### src/rtl/fvp_pkg.sv
`timescale 1ns / 1ps
package fvp_pkg;

  localparam int INTEGRAL_BOUND_DEF = 10000;
  localparam int FRAC_BITS_DEF      = 8;

  localparam int FILT_W     = 32;
  localparam int ERR_W      = 18;
  localparam int GAIN_W     = 16;
  localparam int TILT_W     = 16;
  localparam int LIMIT_W    = 15;
  localparam int BATT_W     = 12;
  localparam int TARGET_W   = 8;
  localparam int DRIVE_W    = 16;
  localparam int CFG_IDX_W  = 2;
  localparam int CFG_DATA_W = 16;

  localparam int COEF_NEW   = 41;
  localparam int COEF_OLD   = 215;
  localparam int FILT_SHIFT = 8;

  localparam int DRIVE_DIVISOR = 100;
  localparam int Q_BITS        = 16;
  localparam int DRIVE_MAX     = 32767;

  localparam logic [LIMIT_W-1:0] TILT_LIMIT_RST  = LIMIT_W'(4000);
  localparam logic [BATT_W-1:0]  LOW_BATTERY_RST = BATT_W'(1170);

  typedef enum logic [CFG_IDX_W-1:0] {
    REG_PROP_GAIN   = 2'd0,
    REG_INTEG_GAIN  = 2'd1,
    REG_TILT_LIMIT  = 2'd2,
    REG_LOW_BATTERY = 2'd3
  } cfg_reg_t;

  typedef enum logic [2:0] {
    S_IDLE,
    S_FILT_ERR,
    S_FILT_OLD,
    S_INTEG,
    S_MUL_P,
    S_MUL_I,
    S_DIV,
    S_DONE
  } state_t;

  typedef struct packed {
    logic load;
    logic clear;
  } mac_ctrl_t;

endpackage

### src/rtl/filtered_velocity_pi.sv
`timescale 1ns / 1ps
// Sequence per request: filter update on the bit-serial shift-add unit, integral update,
// proportional and integral products, then the 16-step restoring divider, then out_valid.
// A new request is accepted only in the idle state, after the previous result has been
// loaded into the output register.
// Reset (rst, synchronous): filter and integral cleared, gains 0, tilt limit 4000,
// battery threshold 1170, no result pending.
module filtered_velocity_pi #(
  parameter int INTEGRAL_BOUND = fvp_pkg::INTEGRAL_BOUND_DEF,
  parameter int FRAC_BITS      = fvp_pkg::FRAC_BITS_DEF
) (
  input  logic                                clk,
  input  logic                                rst,
  input  logic                                cfg_valid,
  output logic                                cfg_ready,
  input  logic [fvp_pkg::CFG_IDX_W-1:0]       cfg_index,
  input  logic [fvp_pkg::CFG_DATA_W-1:0]      cfg_data,
  input  logic                                in_valid,
  output logic                                in_ready,
  input  logic signed [15:0]                  left_count,
  input  logic signed [15:0]                  right_count,
  input  logic signed [fvp_pkg::TARGET_W-1:0] target_speed,
  input  logic signed [fvp_pkg::TILT_W-1:0]   tilt_angle,
  input  logic [fvp_pkg::BATT_W-1:0]          battery_level,
  input  logic                                stop_request,
  output logic                                out_valid,
  input  logic                                out_ready,
  output logic signed [fvp_pkg::DRIVE_W-1:0]  drive_value,
  output logic                                motors_off
);

  localparam longint IBND_L = longint'(INTEGRAL_BOUND) << FRAC_BITS;
  localparam int I_W   = $clog2(IBND_L + 1) + 1;
  localparam int WIDE  = (I_W > fvp_pkg::FILT_W) ? I_W : fvp_pkg::FILT_W;
  localparam int SUM_W = WIDE + 1;
  localparam int ACC_W = WIDE + fvp_pkg::GAIN_W + 2;
  localparam logic signed [SUM_W-1:0] IBND_POS = SUM_W'(IBND_L);
  localparam logic signed [SUM_W-1:0] IBND_NEG = -IBND_POS;
  localparam int FW = fvp_pkg::FILT_W;

  logic [fvp_pkg::GAIN_W-1:0]  prop_gain;
  logic [fvp_pkg::GAIN_W-1:0]  integ_gain;
  logic [fvp_pkg::LIMIT_W-1:0] tilt_limit;
  logic [fvp_pkg::BATT_W-1:0]  low_battery;

  fvp_pkg::state_t state, state_next;

  logic signed [FW-1:0]  filt;
  logic signed [I_W-1:0] integ;
  logic                  off_flag;
  logic                  acc_neg;

  fvp_pkg::mac_ctrl_t          mac_ctrl;
  logic signed [ACC_W-1:0]     mac_mcand;
  logic [fvp_pkg::GAIN_W-1:0]  mac_mplier;
  logic signed [ACC_W-1:0]     acc;
  logic                        mac_idle;

  logic                        div_start;
  logic                        div_done;
  logic [ACC_W-1:0]            div_dividend;
  logic [fvp_pkg::Q_BITS-1:0]  div_q;

  logic signed [fvp_pkg::ERR_W-1:0] err;
  logic signed [fvp_pkg::TILT_W:0]  tilt_ext;
  logic signed [fvp_pkg::TILT_W:0]  lim_ext;
  logic                             off_now;
  logic signed [ACC_W-1:0]          filt_wide;
  logic                             filt_hi;
  logic                             filt_lo;
  logic signed [FW-1:0]             filt_sat;
  logic signed [SUM_W-1:0]          integ_sum;
  logic signed [I_W-1:0]            integ_sat;
  logic [fvp_pkg::DRIVE_W-1:0]      drive_mag;
  logic                             in_fire;
  logic                             out_load;

  assign cfg_ready = 1'b1;

  always_ff @(posedge clk) begin
    if (rst) begin
      prop_gain   <= '0;
      integ_gain  <= '0;
      tilt_limit  <= fvp_pkg::TILT_LIMIT_RST;
      low_battery <= fvp_pkg::LOW_BATTERY_RST;
    end else if (cfg_valid) begin
      case (cfg_index)
        fvp_pkg::REG_PROP_GAIN:   prop_gain   <= cfg_data;
        fvp_pkg::REG_INTEG_GAIN:  integ_gain  <= cfg_data;
        fvp_pkg::REG_TILT_LIMIT:  tilt_limit  <= cfg_data[fvp_pkg::LIMIT_W-1:0];
        fvp_pkg::REG_LOW_BATTERY: low_battery <= cfg_data[fvp_pkg::BATT_W-1:0];
        default: ;
      endcase
    end
  end

  assign err = fvp_pkg::ERR_W'(target_speed)
             - (fvp_pkg::ERR_W'(left_count) + fvp_pkg::ERR_W'(right_count));

  assign tilt_ext = (fvp_pkg::TILT_W + 1)'(tilt_angle);
  assign lim_ext  = $signed({2'b00, tilt_limit});
  assign off_now  = (tilt_ext > lim_ext) || (tilt_ext < -lim_ext) || stop_request
                 || (battery_level < low_battery);

  // floor(acc / 256), saturated to 32 bits
  assign filt_wide = acc >>> fvp_pkg::FILT_SHIFT;
  assign filt_hi   = !filt_wide[ACC_W-1] && (|filt_wide[ACC_W-2:FW-1]);
  assign filt_lo   = filt_wide[ACC_W-1] && !(&filt_wide[ACC_W-2:FW-1]);
  always_comb begin
    if (filt_hi) begin
      filt_sat = {1'b0, {(FW-1){1'b1}}};
    end else if (filt_lo) begin
      filt_sat = {1'b1, {(FW-1){1'b0}}};
    end else begin
      filt_sat = filt_wide[FW-1:0];
    end
  end

  assign integ_sum = SUM_W'(integ) + SUM_W'(filt);
  always_comb begin
    if (integ_sum > IBND_POS) begin
      integ_sat = IBND_POS[I_W-1:0];
    end else if (integ_sum < IBND_NEG) begin
      integ_sat = IBND_NEG[I_W-1:0];
    end else begin
      integ_sat = integ_sum[I_W-1:0];
    end
  end

  assign div_dividend = acc[ACC_W-1] ? ACC_W'(-acc) : ACC_W'(acc);
  assign drive_mag = div_q[fvp_pkg::Q_BITS-1] ? fvp_pkg::DRIVE_W'(fvp_pkg::DRIVE_MAX)
                                              : {1'b0, div_q[fvp_pkg::Q_BITS-2:0]};

  assign in_fire  = in_valid && in_ready;
  assign out_load = (state == fvp_pkg::S_DONE) && (!out_valid || out_ready);

  always_ff @(posedge clk) begin
    if (rst) begin
      state <= fvp_pkg::S_IDLE;
    end else begin
      state <= state_next;
    end
  end

  always_comb begin
    state_next = state;
    in_ready   = 1'b0;
    mac_ctrl   = '0;
    mac_mcand  = '0;
    mac_mplier = '0;
    div_start  = 1'b0;
    case (state)
      fvp_pkg::S_IDLE: begin
        in_ready = 1'b1;
        if (in_valid) begin
          mac_ctrl.load  = 1'b1;
          mac_ctrl.clear = 1'b1;
          mac_mcand      = ACC_W'(err) <<< FRAC_BITS;
          mac_mplier     = fvp_pkg::GAIN_W'(fvp_pkg::COEF_NEW);
          state_next     = fvp_pkg::S_FILT_ERR;
        end
      end
      fvp_pkg::S_FILT_ERR: begin
        if (mac_idle) begin
          mac_ctrl.load = 1'b1;
          mac_mcand     = ACC_W'(filt);
          mac_mplier    = fvp_pkg::GAIN_W'(fvp_pkg::COEF_OLD);
          state_next    = fvp_pkg::S_FILT_OLD;
        end
      end
      fvp_pkg::S_FILT_OLD: begin
        if (mac_idle) begin
          state_next = fvp_pkg::S_INTEG;
        end
      end
      fvp_pkg::S_INTEG: begin
        mac_ctrl.load  = 1'b1;
        mac_ctrl.clear = 1'b1;
        mac_mcand      = ACC_W'(filt);
        mac_mplier     = prop_gain;
        state_next     = fvp_pkg::S_MUL_P;
      end
      fvp_pkg::S_MUL_P: begin
        if (mac_idle) begin
          mac_ctrl.load = 1'b1;
          mac_mcand     = {{(ACC_W-I_W){integ[I_W-1]}}, integ};
          mac_mplier    = integ_gain;
          state_next    = fvp_pkg::S_MUL_I;
        end
      end
      fvp_pkg::S_MUL_I: begin
        if (mac_idle) begin
          div_start  = 1'b1;
          state_next = fvp_pkg::S_DIV;
        end
      end
      fvp_pkg::S_DIV: begin
        if (div_done) begin
          state_next = fvp_pkg::S_DONE;
        end
      end
      fvp_pkg::S_DONE: begin
        if (!out_valid || out_ready) begin
          state_next = fvp_pkg::S_IDLE;
        end
      end
      default: state_next = fvp_pkg::S_IDLE;
    endcase
  end

  always_ff @(posedge clk) begin
    if (rst) begin
      filt  <= '0;
      integ <= '0;
    end else begin
      if (state == fvp_pkg::S_FILT_OLD && mac_idle) begin
        filt <= filt_sat;
      end
      if (state == fvp_pkg::S_INTEG) begin
        integ <= integ_sat;
      end else if (state == fvp_pkg::S_MUL_I && mac_idle && off_flag) begin
        integ <= '0;
      end
    end
  end

  always_ff @(posedge clk) begin
    if (in_fire) begin
      off_flag <= off_now;
    end
    if (div_start) begin
      acc_neg <= acc[ACC_W-1];
    end
  end

  always_ff @(posedge clk) begin
    if (rst) begin
      out_valid <= 1'b0;
    end else if (out_load) begin
      out_valid <= 1'b1;
    end else if (out_ready) begin
      out_valid <= 1'b0;
    end
  end

  // drive = trunc(-acc / (divisor << FRAC_BITS)), magnitude saturated to 32767: sign flips relative to acc
  always_ff @(posedge clk) begin
    if (out_load) begin
      drive_value <= acc_neg ? $signed(drive_mag) : -$signed(drive_mag);
      motors_off  <= off_flag;
    end
  end

  fvp_mac #(
    .ACC_W(ACC_W)
  ) u_mac (
    .clk      (clk),
    .rst      (rst),
    .ctrl     (mac_ctrl),
    .mcand_in (mac_mcand),
    .mplier_in(mac_mplier),
    .acc      (acc),
    .idle     (mac_idle)
  );

  fvp_div #(
    .ACC_W    (ACC_W),
    .FRAC_BITS(FRAC_BITS)
  ) u_div (
    .clk     (clk),
    .rst     (rst),
    .start   (div_start),
    .dividend(div_dividend),
    .done    (div_done),
    .quotient(div_q)
  );

`ifndef SYNTH
  a_integ_bound: assert property (@(posedge clk) disable iff (rst)
    (SUM_W'(integ) <= IBND_POS) && (SUM_W'(integ) >= IBND_NEG))
    else $error("integral outside bound");

  a_div_done_state: assert property (@(posedge clk) disable iff (rst)
    div_done |-> (state == fvp_pkg::S_DIV))
    else $error("divider finished outside divide phase");

  a_mac_idle_integ: assert property (@(posedge clk) disable iff (rst)
    (state == fvp_pkg::S_INTEG) |-> mac_idle)
    else $error("shift-add unit busy at integral update");

  a_off_clears: assert property (@(posedge clk) disable iff (rst)
    ((state == fvp_pkg::S_DONE) && off_flag) |-> (integ == '0))
    else $error("integral not cleared on shutdown");
`endif

endmodule

### src/rtl/fvp_mac.sv
`timescale 1ns / 1ps
module fvp_mac #(
  parameter int ACC_W = 50
) (
  input  logic                     clk,
  input  logic                     rst,
  input  fvp_pkg::mac_ctrl_t       ctrl,
  input  logic signed [ACC_W-1:0]  mcand_in,
  input  logic [fvp_pkg::GAIN_W-1:0] mplier_in,
  output logic signed [ACC_W-1:0]  acc,
  output logic                     idle
);

  logic signed [ACC_W-1:0]        mcand;
  logic [fvp_pkg::GAIN_W-1:0]     mplier;

  always_ff @(posedge clk) begin
    if (rst) begin
      mplier <= '0;
    end else if (ctrl.load) begin
      mplier <= mplier_in;
    end else begin
      mplier <= mplier >> 1;
    end
  end

  // one multiplier bit per cycle, LSB first
  always_ff @(posedge clk) begin
    if (ctrl.load) begin
      mcand <= mcand_in;
      if (ctrl.clear) begin
        acc <= '0;
      end
    end else if (mplier != '0) begin
      if (mplier[0]) begin
        acc <= acc + mcand;
      end
      mcand <= mcand <<< 1;
    end
  end

  assign idle = (mplier == '0);

endmodule

### src/rtl/fvp_div.sv
`timescale 1ns / 1ps
module fvp_div #(
  parameter int ACC_W     = 50,
  parameter int FRAC_BITS = fvp_pkg::FRAC_BITS_DEF
) (
  input  logic                       clk,
  input  logic                       rst,
  input  logic                       start,
  input  logic [ACC_W-1:0]           dividend,
  output logic                       done,
  output logic [fvp_pkg::Q_BITS-1:0] quotient
);

  localparam int CNT_W = $clog2(fvp_pkg::Q_BITS + 1);
  localparam logic [ACC_W-1:0] DSR_INIT =
    ACC_W'(fvp_pkg::DRIVE_DIVISOR) << (FRAC_BITS + fvp_pkg::Q_BITS - 1);

  logic [ACC_W-1:0] rem;
  logic [ACC_W-1:0] dsr;
  logic [CNT_W-1:0] count;

  always_ff @(posedge clk) begin
    if (rst) begin
      count <= '0;
      done  <= 1'b0;
    end else if (start) begin
      count <= CNT_W'(fvp_pkg::Q_BITS);
      done  <= 1'b0;
    end else if (count != '0) begin
      count <= count - CNT_W'(1);
      done  <= (count == CNT_W'(1));
    end else begin
      done  <= 1'b0;
    end
  end

  // restoring division, one quotient bit per cycle; top bit flags overflow
  always_ff @(posedge clk) begin
    if (start) begin
      rem      <= dividend;
      dsr      <= DSR_INIT;
      quotient <= '0;
    end else if (count != '0) begin
      if (rem >= dsr) begin
        rem      <= rem - dsr;
        quotient <= {quotient[fvp_pkg::Q_BITS-2:0], 1'b1};
      end else begin
        quotient <= {quotient[fvp_pkg::Q_BITS-2:0], 1'b0};
      end
      dsr <= dsr >> 1;
    end
  end

endmodule
### config.mk
export PLATFORM = sky130hd
export DESIGN_NAME = filtered_velocity_pi
export DESIGN_NICKNAME = d
export VERILOG_FILES = /design/src/rtl/fvp_pkg.sv /design/src/rtl/filtered_velocity_pi.sv /design/src/rtl/fvp_mac.sv /design/src/rtl/fvp_div.sv
export SDC_FILE = /design/constraint.sdc
export NUM_CORES = 1
export LEC_CHECK = 0
export BUFFER_PORTS_ARGS = -buffer_cell sky130_fd_sc_hd__clkbuf_2
export CORE_ASPECT_RATIO = 0.75
export CORE_MARGIN = 2
export CORE_UTILIZATION = 45
export CTS_CLUSTER_SIZE = 16
export DETAILED_ROUTE_END_ITERATION = 7
export PLACE_DENSITY = 0.67
export SETUP_SLACK_MARGIN = 0.05
export SYNTH_ARGS = -nofsm -noshare
export SYNTH_HDL_FRONTEND = slang
export SYNTH_SLANG_ARGS = --single-unit
### constraint.sdc
create_clock -name clk -period 10.85 [get_ports clk]
set_clock_uncertainty 0.15 [all_clocks]
set_input_delay 0 -clock clk [delete_from_list [all_inputs] [get_ports clk]]
set_output_delay 0 -clock clk [all_outputs]
set_load 0.02 [all_outputs]
==> results_dict.tcl <==
set metrics [dict create \
    cts_sinks 355 \
    final-hold-violation-count 0 \
    synth.area.mux_share_pct 0.4255 \
    timing.critical_path.mode_cell "nor3_1" \
    io_buffers 110 \
    synth_compound_area_share_pct 21.93 \
    status "completed" \
    dp_hpwl_um 47290 \
    switching_power_mw 3.036 \
    final-max-slew-violation-count 0 \
    synth_nets 3084 \
    ys_types 89 \
    power_density_mw_per_mm2 272.0 \
    first_pass_iters 6 \
    insertedDiodeCount 0 \
    place_area_sq_mm 0.02493 \
    ant_nets 0 \
    netlist.area_leader.share_pct 21.31 \
    globalRouteOverflowTotal 0 \
    ys_warn_count 0 \
    power_frac_comb_pct 47.4 \
    p_sw_share_pct 42.10 \
    maxCapViolCount 0 \
    hold_class "in -> reg" \
    clock_latency_ns 0.59 \
    setup_viol 0 \
    tns_ns 0 \
    final_area_sq_mm 0.02651 \
    cp_cell_sequence "nor3_1 > nand3_1 > or3_1 > or3_1 > nor3_1 > nand2_1 > nor3_1 > nand2b_1 > ha_1 > a21oi_1 > o21bai_1 > or4b_2 > nand4_1 > dlygate4sd3_1" \
    grt_usage_pct 22.90 \
    dieArea_sq_mm 0.05480 \
    whs_ns 0.07900 \
    htree_levels 2 \
    clk_path_buf_depth 3 \
    yosys.area_share.simple_pct 18.81 \
    design.core.area_sq_mm 0.05189 \
    die_w_um 269.6 \
    cp-end-kind "flop" \
    via_per_inst 5.789 \
    wire_per_inst_um 17.89 \
    slowest_stage "or4b_2" \
    cts-buffers-inserted 39 \
    synth_edf_count 169 \
    synth_adder_area_share_pct 10.84 \
    syn_inst 2797 \
    gp_congestion 0.9426 \
    drive_above_1_share_pct 7.878 \
    p_seq_share_pct 34.2 \
    syn_avg_cell_area_sq_um 8.515 \
    finalWirelength_um 64340 \
    area_growth_pct 11.33 \
    yosysSeqAreaShare_pct 36.94 \
    cts_tree "built" \
    path_max_fanout 5 \
    critical_path_class "reg -> reg" \
    grt_pass1_wl_um 103100 \
    clkPwrFrac_pct 18.3 \
    crit_arrival_ns 4.79 \
    yosysMostFrequentCell "nand2_1" \
    r2r_start "tilt_limit[2]" \
    grt_pass1_vias 19320 \
    endpoint "off_flag" \
    start_util_pct 45.90 \
    rows 72 \
    synth_top_family_by_area "compound AO/OA/AOI/OAI gates" \
    antenna_found_initial 0 \
    drt_iter0_drc 2234 \
    async_flop_share_pct 0 \
    synth_top_flop_cell "dfxtp_1" \
    vias 20820 \
    internal-power_mw 4.176 \
    reg2reg_to "off_flag" \
    ir_worst_vdd_mv 0.1409 \
    ys_ff_latch 355 \
    io-pin-count 112 \
    worstMarginPinSlew_ns 1.219 \
    synth_top_cells_by_count "449 x nand2_1, 295 x a21oi_1, 197 x nor2_1" \
    nets 3150 \
    slew-limit-headroom_pct 18.75 \
    synthTopCellsByArea "edfxtp_1 21%, dfxtp_1 16%, ha_1 9.2%, nand2_1 7.1%, a21oi_1 6.2%" \
    dieHeight_um 203.2 \
    max_stage_delay_ns 0.61 \
    drcViolationCount 0 \
    synth_xor_area_share_pct 6.803 \
    startpoint "tilt_limit[2]" \
    fin_crit_sh_pct 41.42 \
    max_freq_mhz 222.5 \
    required_ns 11.15 \
    grt_max_degree 116 \
    p_leak_nw 10.66 \
    cts.root.buffer_cell "clkbuf_16" \
    reg2reg_depth 14 \
    rsz0062_at_grt "no" \
    fillers 4880 \
    synth_top_area_cell "edfxtp_1" \
    cts.reportedPaths.clkPinSlew_ns 0.06 \
    critPathLaunchType "flop" \
    finalCriticalPeriod_ns 4.494 \
    regToRegSetupSlack_ns 6.36 \
    syn_area_sq_mm 0.02382 \
]
[area by class of cell]
class | count | area, sq um | area share [%]
Clock buffer | 59 | 1162 | 4.384
Clock inverter | 13 | 112.6 | 0.4247
Inverter | 132 | 496.7 | 1.873
Multi-Input combinational cell | 2175 | 14060 | 53.02
Sequential cell | 355 | 8798 | 33.18
Tap cell | 703 | 879.6 | 3.317
Timing Repair Buffer | 160 | 1006 | 3.794
[layout by cell type (no fill, tap or decap), drive strengths merged, types with 21 or more instances in the layout]
cell | synthesis | final
dfxtp | 186 | 186
a222oi | 29 | 29
nand2b | 31 | 31
ha | 176 | 176
nor3 | 76 | 76
a21oi | 295 | 295
or3 | 23 | 23
xor2 | 69 | 69
inv | 131 | 134
dlygate4sd3 | 0 | 31
o211ai | 39 | 39
nand2 | 449 | 449
nor2b | 24 | 24
a21o | 85 | 85
clkbuf | 124 | 168
o21a | 21 | 21
nor4 | 21 | 21
o21ai | 156 | 156
o31ai | 27 | 27
edfxtp | 169 | 169
xnor2 | 116 | 116
nor2 | 197 | 197
nand3 | 36 | 36
[critical path, delay by kind of cell, from the launching register on]
kind	cells	cell delay (ns)
simple gates	10	2.80
buf+inv	1	0.60
flops	1	0.35
fa+ha+maj	1	0.24
compound gates	2	0.23
[worst min path at each step]
stage                     cells after the start  slack, ns               to           start
after floorplan                               1      -0.03  low_battery[10]    cfg_data[10]
after global placement                        3        0.1   integ_gain[15]    cfg_data[15]
after detailed placement                      3       0.11   integ_gain[15]    cfg_data[15]
after CTS                                     5       0.04   u_mac.mcand[8]  right_count[0]
after global routing                          5       0.08   u_mac.mcand[8]  right_count[0]
final                                         4       0.08   integ_gain[15]    cfg_data[15]
[power groups by stage]
stage | logic (mW) | clock network (mW) | registers, mW
finish | 3.42 | 1.32 | 2.47
global route | 3.84 | 1.40 | 2.51
detailed placement | 3.35 | 0 | 2.48
global placement | 3.29 | 0 | 2.47
CTS | 3.39 | 1.35 | 2.46
floorplan | 2.71 | 0 | 2.28
[metal layers]
metal | vias to the layer above | global-route usage, % | part of all wire, %
li1 | 10240 | - | -
met1 | 9847 | 34.83 | 50
met2 | 663 | 33.62 | 41
met3 | 75 | 4.215 | 7.3
met4 | 0 | 4.762 | 1.6
met5 | - | 0 | 0
[state kept, by name (all words and copies together), names as in the netlist]
register / flops
drive_value: 16
low_battery: 12
acc_neg: 1
tilt_limit: 15
u_div.quotient: 16
u_div.dsr: 30
u_mac.mplier: 16
u_div.count: 5
u_div.done: 1
out_valid: 1
motors_off: 1
integ: 23
u_div.rem: 50
off_flag: 1
prop_gain: 16
filt: 32
u_mac.mcand: 50
u_mac.acc: 50
state: 3
integ_gain: 16
[cells by family after synthesis]
logic type,count (synthesis)
AO/OA/AOI/OAI,813
XOR/XNOR,185
adder cells (fa/ha/maj),195
buffers and inverters,267
flip-flops,355
multiplexers,10
other,1
AND/OR/NAND/NOR,971
[stage by stage]
| step | utilization (%) | cells | total power, mW | setup slack (ns) |
|---|---|---|---|---|
| global placement | 48.04 | 3494 | 5.757 | 6.547 |
| floorplan | - | 2797 | 4.991 | 6.562 |
| CTS | 51.10 | 3597 | 7.193 | 6.403 |
| finish | 51.10 | 3597 | 7.212 | 6.356 |
| global route | 51.10 | 3597 | 7.757 | 6.077 |
| detailed placement | 48.04 | 3494 | 5.836 | 6.411 |
[what timing repair did]
| item | CTS | global route |
|---|---|---|
| hold endpoints to repair | 110 | 0 |
| buffers inserted | 0 | 0 |
| hold buffers | 31 | 0 |
| gates resized for setup | 0 | 0 |
| endpoints found under the setup margin | 0 | 0 |
Note: power is estimated with default switching activity, not from simulation.
